<file path="src/krt_ram.sv">
// ----------------------------------------------------------------------------
// krt_ram
// Simple dual-port RAM: one write port, one read port with registered data
// that holds its value while no read is issued.
// ----------------------------------------------------------------------------
module krt_ram #(
  parameter int WIDTH = 32,
  parameter int DEPTH = 16,
  parameter int AW    = (DEPTH > 1) ? $clog2(DEPTH) : 1
) (
  input  logic             clk,
  input  logic             wr_en,
  input  logic [AW-1:0]    wr_addr,
  input  logic [WIDTH-1:0] wr_data,
  input  logic             rd_en,
  input  logic [AW-1:0]    rd_addr,
  output logic [WIDTH-1:0] rd_data
);

  logic [WIDTH-1:0] mem [DEPTH];
  logic [WIDTH-1:0] rd_data_r;

  always_ff @(posedge clk) begin
    if (wr_en) begin
      mem[wr_addr] <= wr_data;
    end
  end

  always_ff @(posedge clk) begin
    if (rd_en) begin
      rd_data_r <= mem[rd_addr];
    end
  end

  assign rd_data = rd_data_r;

endmodule
</file>
<file path="config.mk">
export PLATFORM = sky130hd
export DESIGN_NAME = krt_ram
export DESIGN_NICKNAME = d
export VERILOG_FILES = /design/src/krt_ram.sv
export SDC_FILE = /design/constraint.sdc
export NUM_CORES = 1
export LEC_CHECK = 0
export BUFFER_PORTS_ARGS = -buffer_cell sky130_fd_sc_hd__buf_2
export CAP_MARGIN = 30
export CORE_MARGIN = 2
export CORE_UTILIZATION = 55
export CTS_CLUSTER_SIZE = 40
export DETAILED_ROUTE_END_ITERATION = 7
export PLACE_DENSITY_LB_ADDON = 0.05
export RECOVER_POWER = 50
export SLEW_MARGIN = 20
export SYNTH_ARGS = -nofsm -noshare
export SYNTH_HDL_FRONTEND = slang
export SYNTH_SLANG_ARGS = --single-unit
</file>
<file path="constraint.sdc">
create_clock -name clk -period 4.38 [get_ports clk]
set_input_delay 0.876 -clock clk [delete_from_list [all_inputs] [get_ports clk]]
set_output_delay 0.876 -clock clk [all_outputs]
set_load 0.01 [all_outputs]
</file>
==> flow_metrics.env, run 1 <==
export IMPL_clkSinkCount=544
export IMPL_areaGrowthSynthToFinish_pct=13.91
export IMPL_setup_viol=0
export IMPL_drtPass1Iterations=5
export IMPL_grt_max_degree=57
export IMPL_cap_viol_max_count=1
export IMPL_insertedDiodeCount=0
export IMPL_violations="max-capacitance violations, max-slew violations"
export IMPL_synth_ff_type="edfxtp_1"
export IMPL_nets=1002
export IMPL_synthAdderAreaFrac_pct=0
export IMPL_min_period_ns=2.909
export IMPL_routed_via_density=6.233
export IMPL_cp_slowest_cell="clkbuf_1"
export IMPL_clock_fmax_mhz=343.8
export IMPL_synth_simple_gate_area_share_pct=1.253
export IMPL_gp_congestion=0.7258
export IMPL_synth_compound_area_share_pct=2.382
export IMPL_num_vias=9156
export IMPL_critPathMaxFanout=17
export IMPL_postCtsSetupBuffers=0
export IMPL_status="complete, but fails checks"
export IMPL_gr_usage_all_layers_pct=23.79
export IMPL_path_clk_slew_ns=0.06
export IMPL_antenna_found_initial=0
export IMPL_fillers=2392
export IMPL_ctsResizeCount=0
export IMPL_wl_per_cell_um=29.87
export IMPL_start_kind="input pin"
export IMPL_cts_tree="yes"
export IMPL_h_tree_depth=2
export IMPL_netlist_instances=838
export IMPL_drt_iter0_markers=781
export IMPL_drt_total_wl_mm=43.89
export IMPL_ctsHoldBuffers=0
export IMPL_hold_violations=0
export IMPL_cts_buffers=54
export IMPL_path_cells="clkbuf_1 -> clkbuf_1"
export IMPL_p_total_w=0.01064
export IMPL_required_ns=4.56
export IMPL_portBuffers=74
export IMPL_drv_slew=17
export IMPL_drc=0
export IMPL_initial_core_util_pct=55.50
export IMPL_io_pins=75
export IMPL_synth_area_leaders="edfxtp_1, mux4_2, a22oi_1"
export IMPL_worstSetupPathType="input pin to flop"
export IMPL_min_path_type="flop to flop"
export IMPL_period_share_pct=66.41
export IMPL_yosysTopAreaCell="edfxtp_1"
export IMPL_maxSlewHeadroom_pct=-0.1735
export IMPL_root_buffer="clkbuf_16"
export IMPL_synth_edff_count=544
export IMPL_cpLargestDelayFamily="buffers and inverters"
export IMPL_num_rows=70
export IMPL_synth_top_family_by_area="multiplexers"
export IMPL_clk_latency_ns=0.58
export IMPL_tns_ns=0
export IMPL_drive_gt1_share_pct=28.67
export IMPL_ys_ff_latch=544
export IMPL_yosys_cell_types_count=17
export IMPL_synth_top_area_share_pct=80.97
export IMPL_ir_worst_vdd_mv=0.2833
export IMPL_synth_most_common_cell="edfxtp_1"
export IMPL_cp_buffers_inverters=2
export IMPL_syn_area_um2=20170
export IMPL_synth_common_cells="edfxtp_1, mux4_2, a22oi_1"
export IMPL_power_density_nw_per_um2=462.8
export IMPL_synth_area_mux_share_pct=14.29
export IMPL_crit_path_end_kind="flop"
export IMPL_core_um2=36350
export IMPL_rsz0062_at_grt="no"
export IMPL_clock_path_buffers=3
export IMPL_die_h_um=195.5
export IMPL_ys_warn_count=0
export IMPL_ant_nets=0
export IMPL_dp_hpwl_mm=23.55
export IMPL_grt_pass1_vias=9765
export IMPL_cpMostUsedCell="clkbuf_1"
export IMPL_synthArstFlopShare_pct=0
export IMPL_ys_seq_area_share_pct=80.97
export IMPL_p_leak_nw=7.266
export IMPL_grt_pass1_wl_mm=64.12
export IMPL_skew_ns=0.009587
export IMPL_tightest_slew_ns=1.503
export IMPL_max_stage_delay_ns=1.17
export IMPL_overflow=0
export IMPL_synth_nets=881
export IMPL_syn_area_per_cell_um2=24.07
export IMPL_synth_xor_area_share_pct=0
export IMPL_die_x_um=195.5
export IMPL_crit_arrival_ns=3.09
export IMPL_die_area_um2=38230
metrics by stage:
step                      area (µm²)  worst slack [ns]  std cells  hold WS, ns  utilization [%]
after global placement         21410             1.384       1370       0.7214            58.91
after detailed placement       21430             1.356       1371       0.7406            58.97
after global routing           22980             1.366       1469       0.7797            63.23
after CTS                      23050             1.958       1469       0.6360            63.42
final                          22980             1.471       1469       0.7414            63.23
after floorplan                20170            0.3244        838       0.7103                -
cell type report:
cell class | count | area [µm²] | area share [%]
Sequential cell | 544 | 16340 | 71.08
Tap cell | 468 | 585.6 | 2.548
Clock inverter | 29 | 190.2 | 0.8276
Timing Repair Buffer | 108 | 710.7 | 3.093
Clock buffer | 69 | 1429 | 6.218
Multi-Input combinational cell | 251 | 3730 | 16.23
power by group:
| group | switching (W) | total [W] | internal [W] |
|---|---|---|---|
| Combinational | 0.000307 | 0.000510 | 0.000203 |
| Sequential | 0.0000330 | 0.00590 | 0.00587 |
| Clock | 0.00181 | 0.00422 | 0.00241 |
| Total | 0.00215 | 0.0106 | 0.00848 |
sequential cells by signal (all words and copies together), names as in the netlist:
signal   cells
mem        512
rd_data     32
cells in the final DEF (no fill, tap or decap), types with 2 or more instances in the layout:
cell	synthesis	final
nand2_1	33	33
nor2_1	13	2
clkinvlp_4	0	2
buf_4	11	23
edfxtp_1	544	544
nor3_2	0	3
bufinv_16	0	2
clkbuf_16	0	55
nand3b_1	2	2
clkinv_1	0	14
buf_2	4	37
clkbuf_1	17	51
nor2b_4	0	2
nor2_4	0	11
a22oi_1	64	64
nand2b_1	2	2
mux4_2	128	128
clkinv_2	0	9
buf_12	0	10
final timing paths:
path,start,end,slack [ns],cells past startpoint
worst max-delay path,rd_en,rd_data[9],1.47,2
worst min-delay path,mem[15][19],rd_data[19],0.74,3
worst max register to register,mem[3][24],rd_data[24],2.92,3
worst min register to register,mem[15][19],rd_data[19],0.74,3
layer usage:
| metal | global-route usage, % | wire [µm] | up-vias | share of wire, % |
|---|---|---|---|---|
| met5 | 0 | 0 | - | 0 |
| met4 | 6.870 | 914 | 0 | 2.1 |
| met3 | 3.506 | 2185 | 70 | 5.0 |
| met2 | 40.32 | 22490 | 260 | 51 |
| met1 | 32.78 | 18290 | 4970 | 42 |
| li1 | - | - | 3856 | - |
cells by family after synthesis:
family                 Yosys count
buffers and inverters           43
and+or+nand+nor                 59
DFF                            544
muxes                          128
AOI/OAI and AO/OA               64
No activity file was read; power rests on OpenSTA's default activity.
==> run 2, diff against run 1 <==
==> constraint.sdc (replaced) <==
create_clock -name clk -period 3 [get_ports clk]
set_input_delay 0.6 -clock clk [delete_from_list [all_inputs] [get_ports clk]]
set_output_delay 0.6 -clock clk [all_outputs]
set_load 0.01 [all_outputs]
==> flow_metrics.env, run 2 (synthesized netlist as in run 1, its figures left out) <==
export IMPL_status="finished clean"
export IMPL_crit_arrival_ns=2.39
export IMPL_io_pins=75
export IMPL_clkSinkCount=544
export IMPL_start_kind="input pin"
export IMPL_cts_tree="yes"
export IMPL_wl_per_cell_um=28.89
export IMPL_reg2reg_slack_ns=1.48
export IMPL_min_from="wr_data[6]"
export IMPL_final_cell_mix="edfxtp_1, mux4_2, a22oi_1, clkbuf_16, clkbuf_1"
export IMPL_drive_gt1_share_pct=29.27
export IMPL_drv_slew=0
export IMPL_r2r_end="rd_data[29]"
export IMPL_drt_total_wl_mm=42.44
export IMPL_cap_viol_max_count=0
export IMPL_rsz0062_at_grt="no"
export IMPL_insertedDiodeCount=0
export IMPL_min_path_type="input pin to flop"
export IMPL_die_area_um2=38230
export IMPL_layout_commonest_cell="edfxtp_1"
export IMPL_root_buffer="clkbuf_16"
export IMPL_num_vias=9051
export IMPL_critPathMaxFanout=14
export IMPL_dp_hpwl_mm=22.45
export IMPL_initial_core_util_pct=55.50
export IMPL_grt_pass1_wl_mm=62.89
export IMPL_path_cells="clkbuf_1 -> clkbuf_1"
export IMPL_nets=1005
export IMPL_die_h_um=195.5
export IMPL_skew_ns=0.008904
export IMPL_gp_congestion=0.7410
export IMPL_overflow=0
export IMPL_cts_buffers=53
export IMPL_ant_nets=0
export IMPL_core_um2=36350
export IMPL_worstSetupPathType="input pin to flop"
export IMPL_die_x_um=195.5
export IMPL_grt_max_degree=53
export IMPL_net_switching_power_w=0.003123
export IMPL_max_stage_delay_ns=0.88
export IMPL_clock_fmax_mhz=454.1
export IMPL_p_seq_share_pct=55.3
export IMPL_sw_frac_of_total_pct=20.07
export IMPL_crit_path_end_kind="flop"
export IMPL_pwr_share_comb_pct=4.8
export IMPL_setup_viol=0
export IMPL_hold_violations=0
export IMPL_cpMostUsedCell="clkbuf_1"
export IMPL_gr_usage_all_layers_pct=23.19
export IMPL_routed_via_density=6.161
export IMPL_ctsResizeCount=0
export IMPL_min_period_ns=2.202
export IMPL_clock_power_share_pct=39.8
export IMPL_drc=0
export IMPL_power_density_nw_per_um2=672.2
export IMPL_cell_internal_pwr_w=0.01244
export IMPL_num_rows=70
export IMPL_postCtsSetupBuffers=0
export IMPL_ir_worst_vdd_mv=0.4684
export IMPL_clock_path_buffers=3
export IMPL_tns_ns=0
export IMPL_path_clk_slew_ns=0.06
export IMPL_antenna_found_initial=0
export IMPL_portBuffers=74
export IMPL_cpLargestDelayFamily="buffers and inverters"
export IMPL_tightest_slew_ns=1.222
export IMPL_drtPass1Iterations=5
export IMPL_min_to="mem[0][6]"
export IMPL_grt_pass1_vias=9593
export IMPL_reg2regPathDepth=3
export IMPL_r2r_start="mem[2][29]"
export IMPL_h_tree_depth=2
export IMPL_cp_buffers_inverters=2
export IMPL_drt_iter0_markers=754
export IMPL_largest_register_ffs=512
export IMPL_required_ns=3.19
export IMPL_cp_slowest_cell="clkbuf_1"
export IMPL_p_leak_nw=7.334
export IMPL_final_core_util_pct=63.69
export IMPL_clk_latency_ns=0.58
export IMPL_maxSlewHeadroom_pct=18.52
export IMPL_ctsHoldBuffers=0
export IMPL_top_register="mem"
export IMPL_areaGrowthSynthToFinish_pct=14.74
export IMPL_holdPathStages=1
export IMPL_period_share_pct=73.40
export IMPL_holdWs_ns=0.5120
==> run 2: how the worst max path moves through the flow <==
stage	from	to	slack, ns	cells after the start
3_3_place_gp	rd_addr[0]	rd_data[26]	0.56	5
6_report	rd_en	rd_data[11]	0.80	2
2_1_floorplan	wr_addr[2]	mem[1][0]	0.09	2
5_1_grt	wr_addr[0]	mem[15][24]	0.75	4
4_1_cts	rd_addr[0]	rd_data[1]	1.16	5
3_5_place_dp	rd_addr[0]	rd_data[1]	0.56	5
==> run 2: layer usage <==
metal / vias to the layer above / share of wire (%) / global-route usage [%]
met5: - / 0 / 0
met4: 0 / 2.4 / 7.068
met3: 71 / 5.1 / 3.368
met2: 270 / 52 / 39.89
met1: 4859 / 40 / 31.26
li1: 3851 / - / -
==> run 2: area by class of cell <==
| cell class | count | area (µm²) |
|---|---|---|
| Clock buffer | 62 | 1360 |
| Multi-Input combinational cell | 251 | 3766 |
| Tap cell | 468 | 585.6 |
| Fill cell | 2428 | 13200 |
| Timing Repair Buffer | 112 | 847.1 |
| Sequential cell | 544 | 16340 |
| Clock inverter | 32 | 254.0 |
==> run 2: power groups by stage <==
stage | Sequential, W | Combinational, W | Clock [W]
3_5_place_dp | 0.00877 | 0.000778 | 0
5_1_grt | 0.00862 | 0.000815 | 0.00664
6_report | 0.00861 | 0.000754 | 0.00619
2_1_floorplan | 0.00878 | 0.000409 | 0
3_3_place_gp | 0.00876 | 0.000756 | 0
4_1_cts | 0.00861 | 0.000779 | 0.00634
==> run 2: metrics by stage <==
stage	setup WS (ns)	instance area, µm²	power, W	instances
floorplan	0.09197	20190	0.009187	838
global placement	0.5591	21600	0.009514	1375
detailed placement	0.5587	21600	0.009548	1375
CTS	1.163	23210	0.01573	1469
global route	0.7483	23150	0.01607	1469
finish	0.7979	23150	0.01556	1469
==> run 3, diff against run 2 <==
--- a/config.mk
+++ b/config.mk
@@ -5,6 +5,7 @@
 export SDC_FILE = /design/constraint.sdc
 export NUM_CORES = 1
 export LEC_CHECK = 0
+export ABC_AREA = 1
 export BUFFER_PORTS_ARGS = -buffer_cell sky130_fd_sc_hd__buf_2
 export CAP_MARGIN = 30
 export CORE_MARGIN = 2
==> constraint.sdc (replaced) <==
create_clock -name clk -period 2.3 [get_ports clk]
set_input_delay 0.46 -clock clk [delete_from_list [all_inputs] [get_ports clk]]
set_output_delay 0.46 -clock clk [all_outputs]
set_load 0.01 [all_outputs]
==> flow_metrics.env, run 3 <==
export IMPL_status="finished clean"
export IMPL_syn_area_per_cell_um2=10.87
export IMPL_clock_path_buffers=3
export IMPL_drt_iter0_markers=1283
export IMPL_netlist_instances=2120
export IMPL_ctsResizeCount=0
export IMPL_yosysTopAreaCell="edfxtp_1"
export IMPL_cts_tree="yes"
export IMPL_top_register="mem"
export IMPL_areaGrowthSynthToFinish_pct=12.42
export IMPL_largest_register_ffs=512
export IMPL_holdPathStages=1
export IMPL_cts_buffers=56
export IMPL_grt_pass1_vias=14840
export IMPL_io_pins=75
export IMPL_ys_ff_latch=544
export IMPL_fillers=3423
export IMPL_ctsHoldBuffers=0
export IMPL_rsz0062_at_grt="no"
export IMPL_ys_warn_count=0
export IMPL_grt_pass1_wl_mm=88.09
export IMPL_num_vias=14810
export IMPL_setup_viol=0
export IMPL_synthArstFlopShare_pct=0
export IMPL_crit_path_end_kind="flop"
export IMPL_tightest_slew_ns=1.322
export IMPL_path_clk_slew_ns=0.06
export IMPL_yosys_cell_types_count=14
export IMPL_portBuffers=74
export IMPL_nets=2265
export IMPL_synth_area_leaders="edfxtp_1, nand2_1, nand3_1"
export IMPL_dp_hpwl_mm=33.56
export IMPL_h_tree_depth=2
export IMPL_syn_area_um2=23050
export IMPL_critPathMaxFanout=25
export IMPL_maxSlewHeadroom_pct=11.85
export IMPL_initial_core_util_pct=55.32
export IMPL_drtPass1Iterations=5
export IMPL_synth_common_cells="nand2_1, edfxtp_1, inv_1"
export IMPL_placed_cell_area_um2=24400
export IMPL_final_cell_mix="nand2_1, edfxtp_1, inv_1, nand3_1, clkbuf_16"
export IMPL_clock_fmax_mhz=563.7
export IMPL_ir_worst_vdd_mv=0.6316
export IMPL_gr_usage_all_layers_pct=26.96
export IMPL_tns_ns=0
export IMPL_min_path_type="input pin to flop"
export IMPL_skew_ns=0.01479
export IMPL_synth_top_area_share_pct=70.87
export IMPL_worstSetupPathType="input pin to flop"
export IMPL_clkSinkCount=544
export IMPL_final_area_um2=25910
export IMPL_min_from="wr_data[14]"
export IMPL_reg2reg_slack_ns=1.08
export IMPL_die_x_um=208.7
export IMPL_synth_ff_type="edfxtp_1"
export IMPL_ys_seq_area_share_pct=70.87
export IMPL_synth_most_common_cell="nand2_1"
export IMPL_routed_via_density=5.281
export IMPL_grt_max_degree=79
export IMPL_p_leak_nw=10.96
export IMPL_gp_congestion=0.8696
export IMPL_r2r_end="rd_data[12]"
export IMPL_drt_total_wl_mm=57.24
export IMPL_synth_nets=2163
export IMPL_ant_nets=0
export IMPL_num_rows=75
export IMPL_layout_commonest_cell="nand2_1"
export IMPL_root_buffer="clkbuf_16"
export IMPL_crit_arrival_ns=2.00
export IMPL_wl_per_cell_um=20.41
export IMPL_start_kind="input pin"
export IMPL_synth_edff_count=544
export IMPL_clk_latency_ns=0.60
export IMPL_overflow=0
export IMPL_required_ns=2.52
export IMPL_drv_slew=0
export IMPL_r2r_start="mem[15][12]"
export IMPL_antenna_found_initial=4
export IMPL_min_to="mem[7][14]"
export IMPL_power_density_nw_per_um2=800.4
export IMPL_core_um2=41670
export IMPL_die_area_um2=43560
export IMPL_drc=0
export IMPL_reg2regPathDepth=6
export IMPL_cap_viol_max_count=0
export IMPL_drive_gt1_share_pct=8.886
export IMPL_hold_violations=0
export IMPL_min_period_ns=1.774
export IMPL_postCtsSetupBuffers=0
export IMPL_period_share_pct=77.13
export IMPL_die_h_um=208.7
[run 3: through the flow]
step	cells	hold WS (ns)	util (%)	total power, W	worst slack [ns]
final	2805	0.3964	62.20	0.02074	0.5261
after global routing	2804	0.4327	62.19	0.02139	0.4543
after CTS	2801	0.2245	62.41	0.02091	0.5329
after detailed placement	2703	0.7218	58.55	0.01285	0.1656
after global placement	2703	0.7152	58.55	0.01282	0.2228
after floorplan	2120	0.5589	-	0.01221	-0.1527
[run 3: power by group]
| part | switching [W] | internal [W] | total [W] | leakage (nW) |
|---|---|---|---|---|
| sequential | 0.0000669 | 0.0112 | 0.0112 | 4.94 |
| combinational | 0.000981 | 0.000397 | 0.00138 | 5.23 |
| clock | 0.00364 | 0.00448 | 0.00812 | 0.791 |
[run 3: critical path: stages]
cell	delay, ns
clkbuf_1	0.15
nand3_1	0.19
clkbuf_1	0.19
nor2_1	0.13
clkbuf_2	0.84
[run 3: kinds of logic (layout without fill, tap and decap cells)]
group	after synthesis	after routing	synth area share (%)
and+or+nand+nor	1081	1081	19.73
buffers and inverters	495	637	9.407
DFF	544	544	70.87
other	0	4	0
[run 3: cell type report]
cell class                      count  area, µm²  area share, %
Antenna cell                        4      10.01        0.03862
Clock buffer                       67       1464          5.649
Clock inverter                     31      142.6         0.5504
Inverter                          390       1474          5.688
Multi-Input combinational cell   1081       4652          17.95
Sequential cell                   544      16340          63.04
Tap cell                          539      674.4          2.602
Timing Repair Buffer              149       1162          4.485
[run 3: worst max path at each step]
stage | start | slack [ns] | end | cells after the start
after floorplan | wr_addr[2] | -0.15 | mem[10][0] | 2
after global placement | rd_addr[0] | 0.22 | rd_data[12] | 8
after detailed placement | rd_addr[0] | 0.17 | rd_data[12] | 8
after CTS | rd_data[7] | 0.53 | rd_data[7] | 1
after global routing | wr_addr[3] | 0.45 | mem[15][28] | 5
final | wr_addr[3] | 0.53 | mem[15][20] | 5
[run 3: routing by layer]
metal / GRT usage, % / wire length [µm]
met5: 0 / 0
met1: 35.52 / 23740
met3: 3.246 / 3169
met4: 9.532 / 1646
met2: 46.61 / 28680
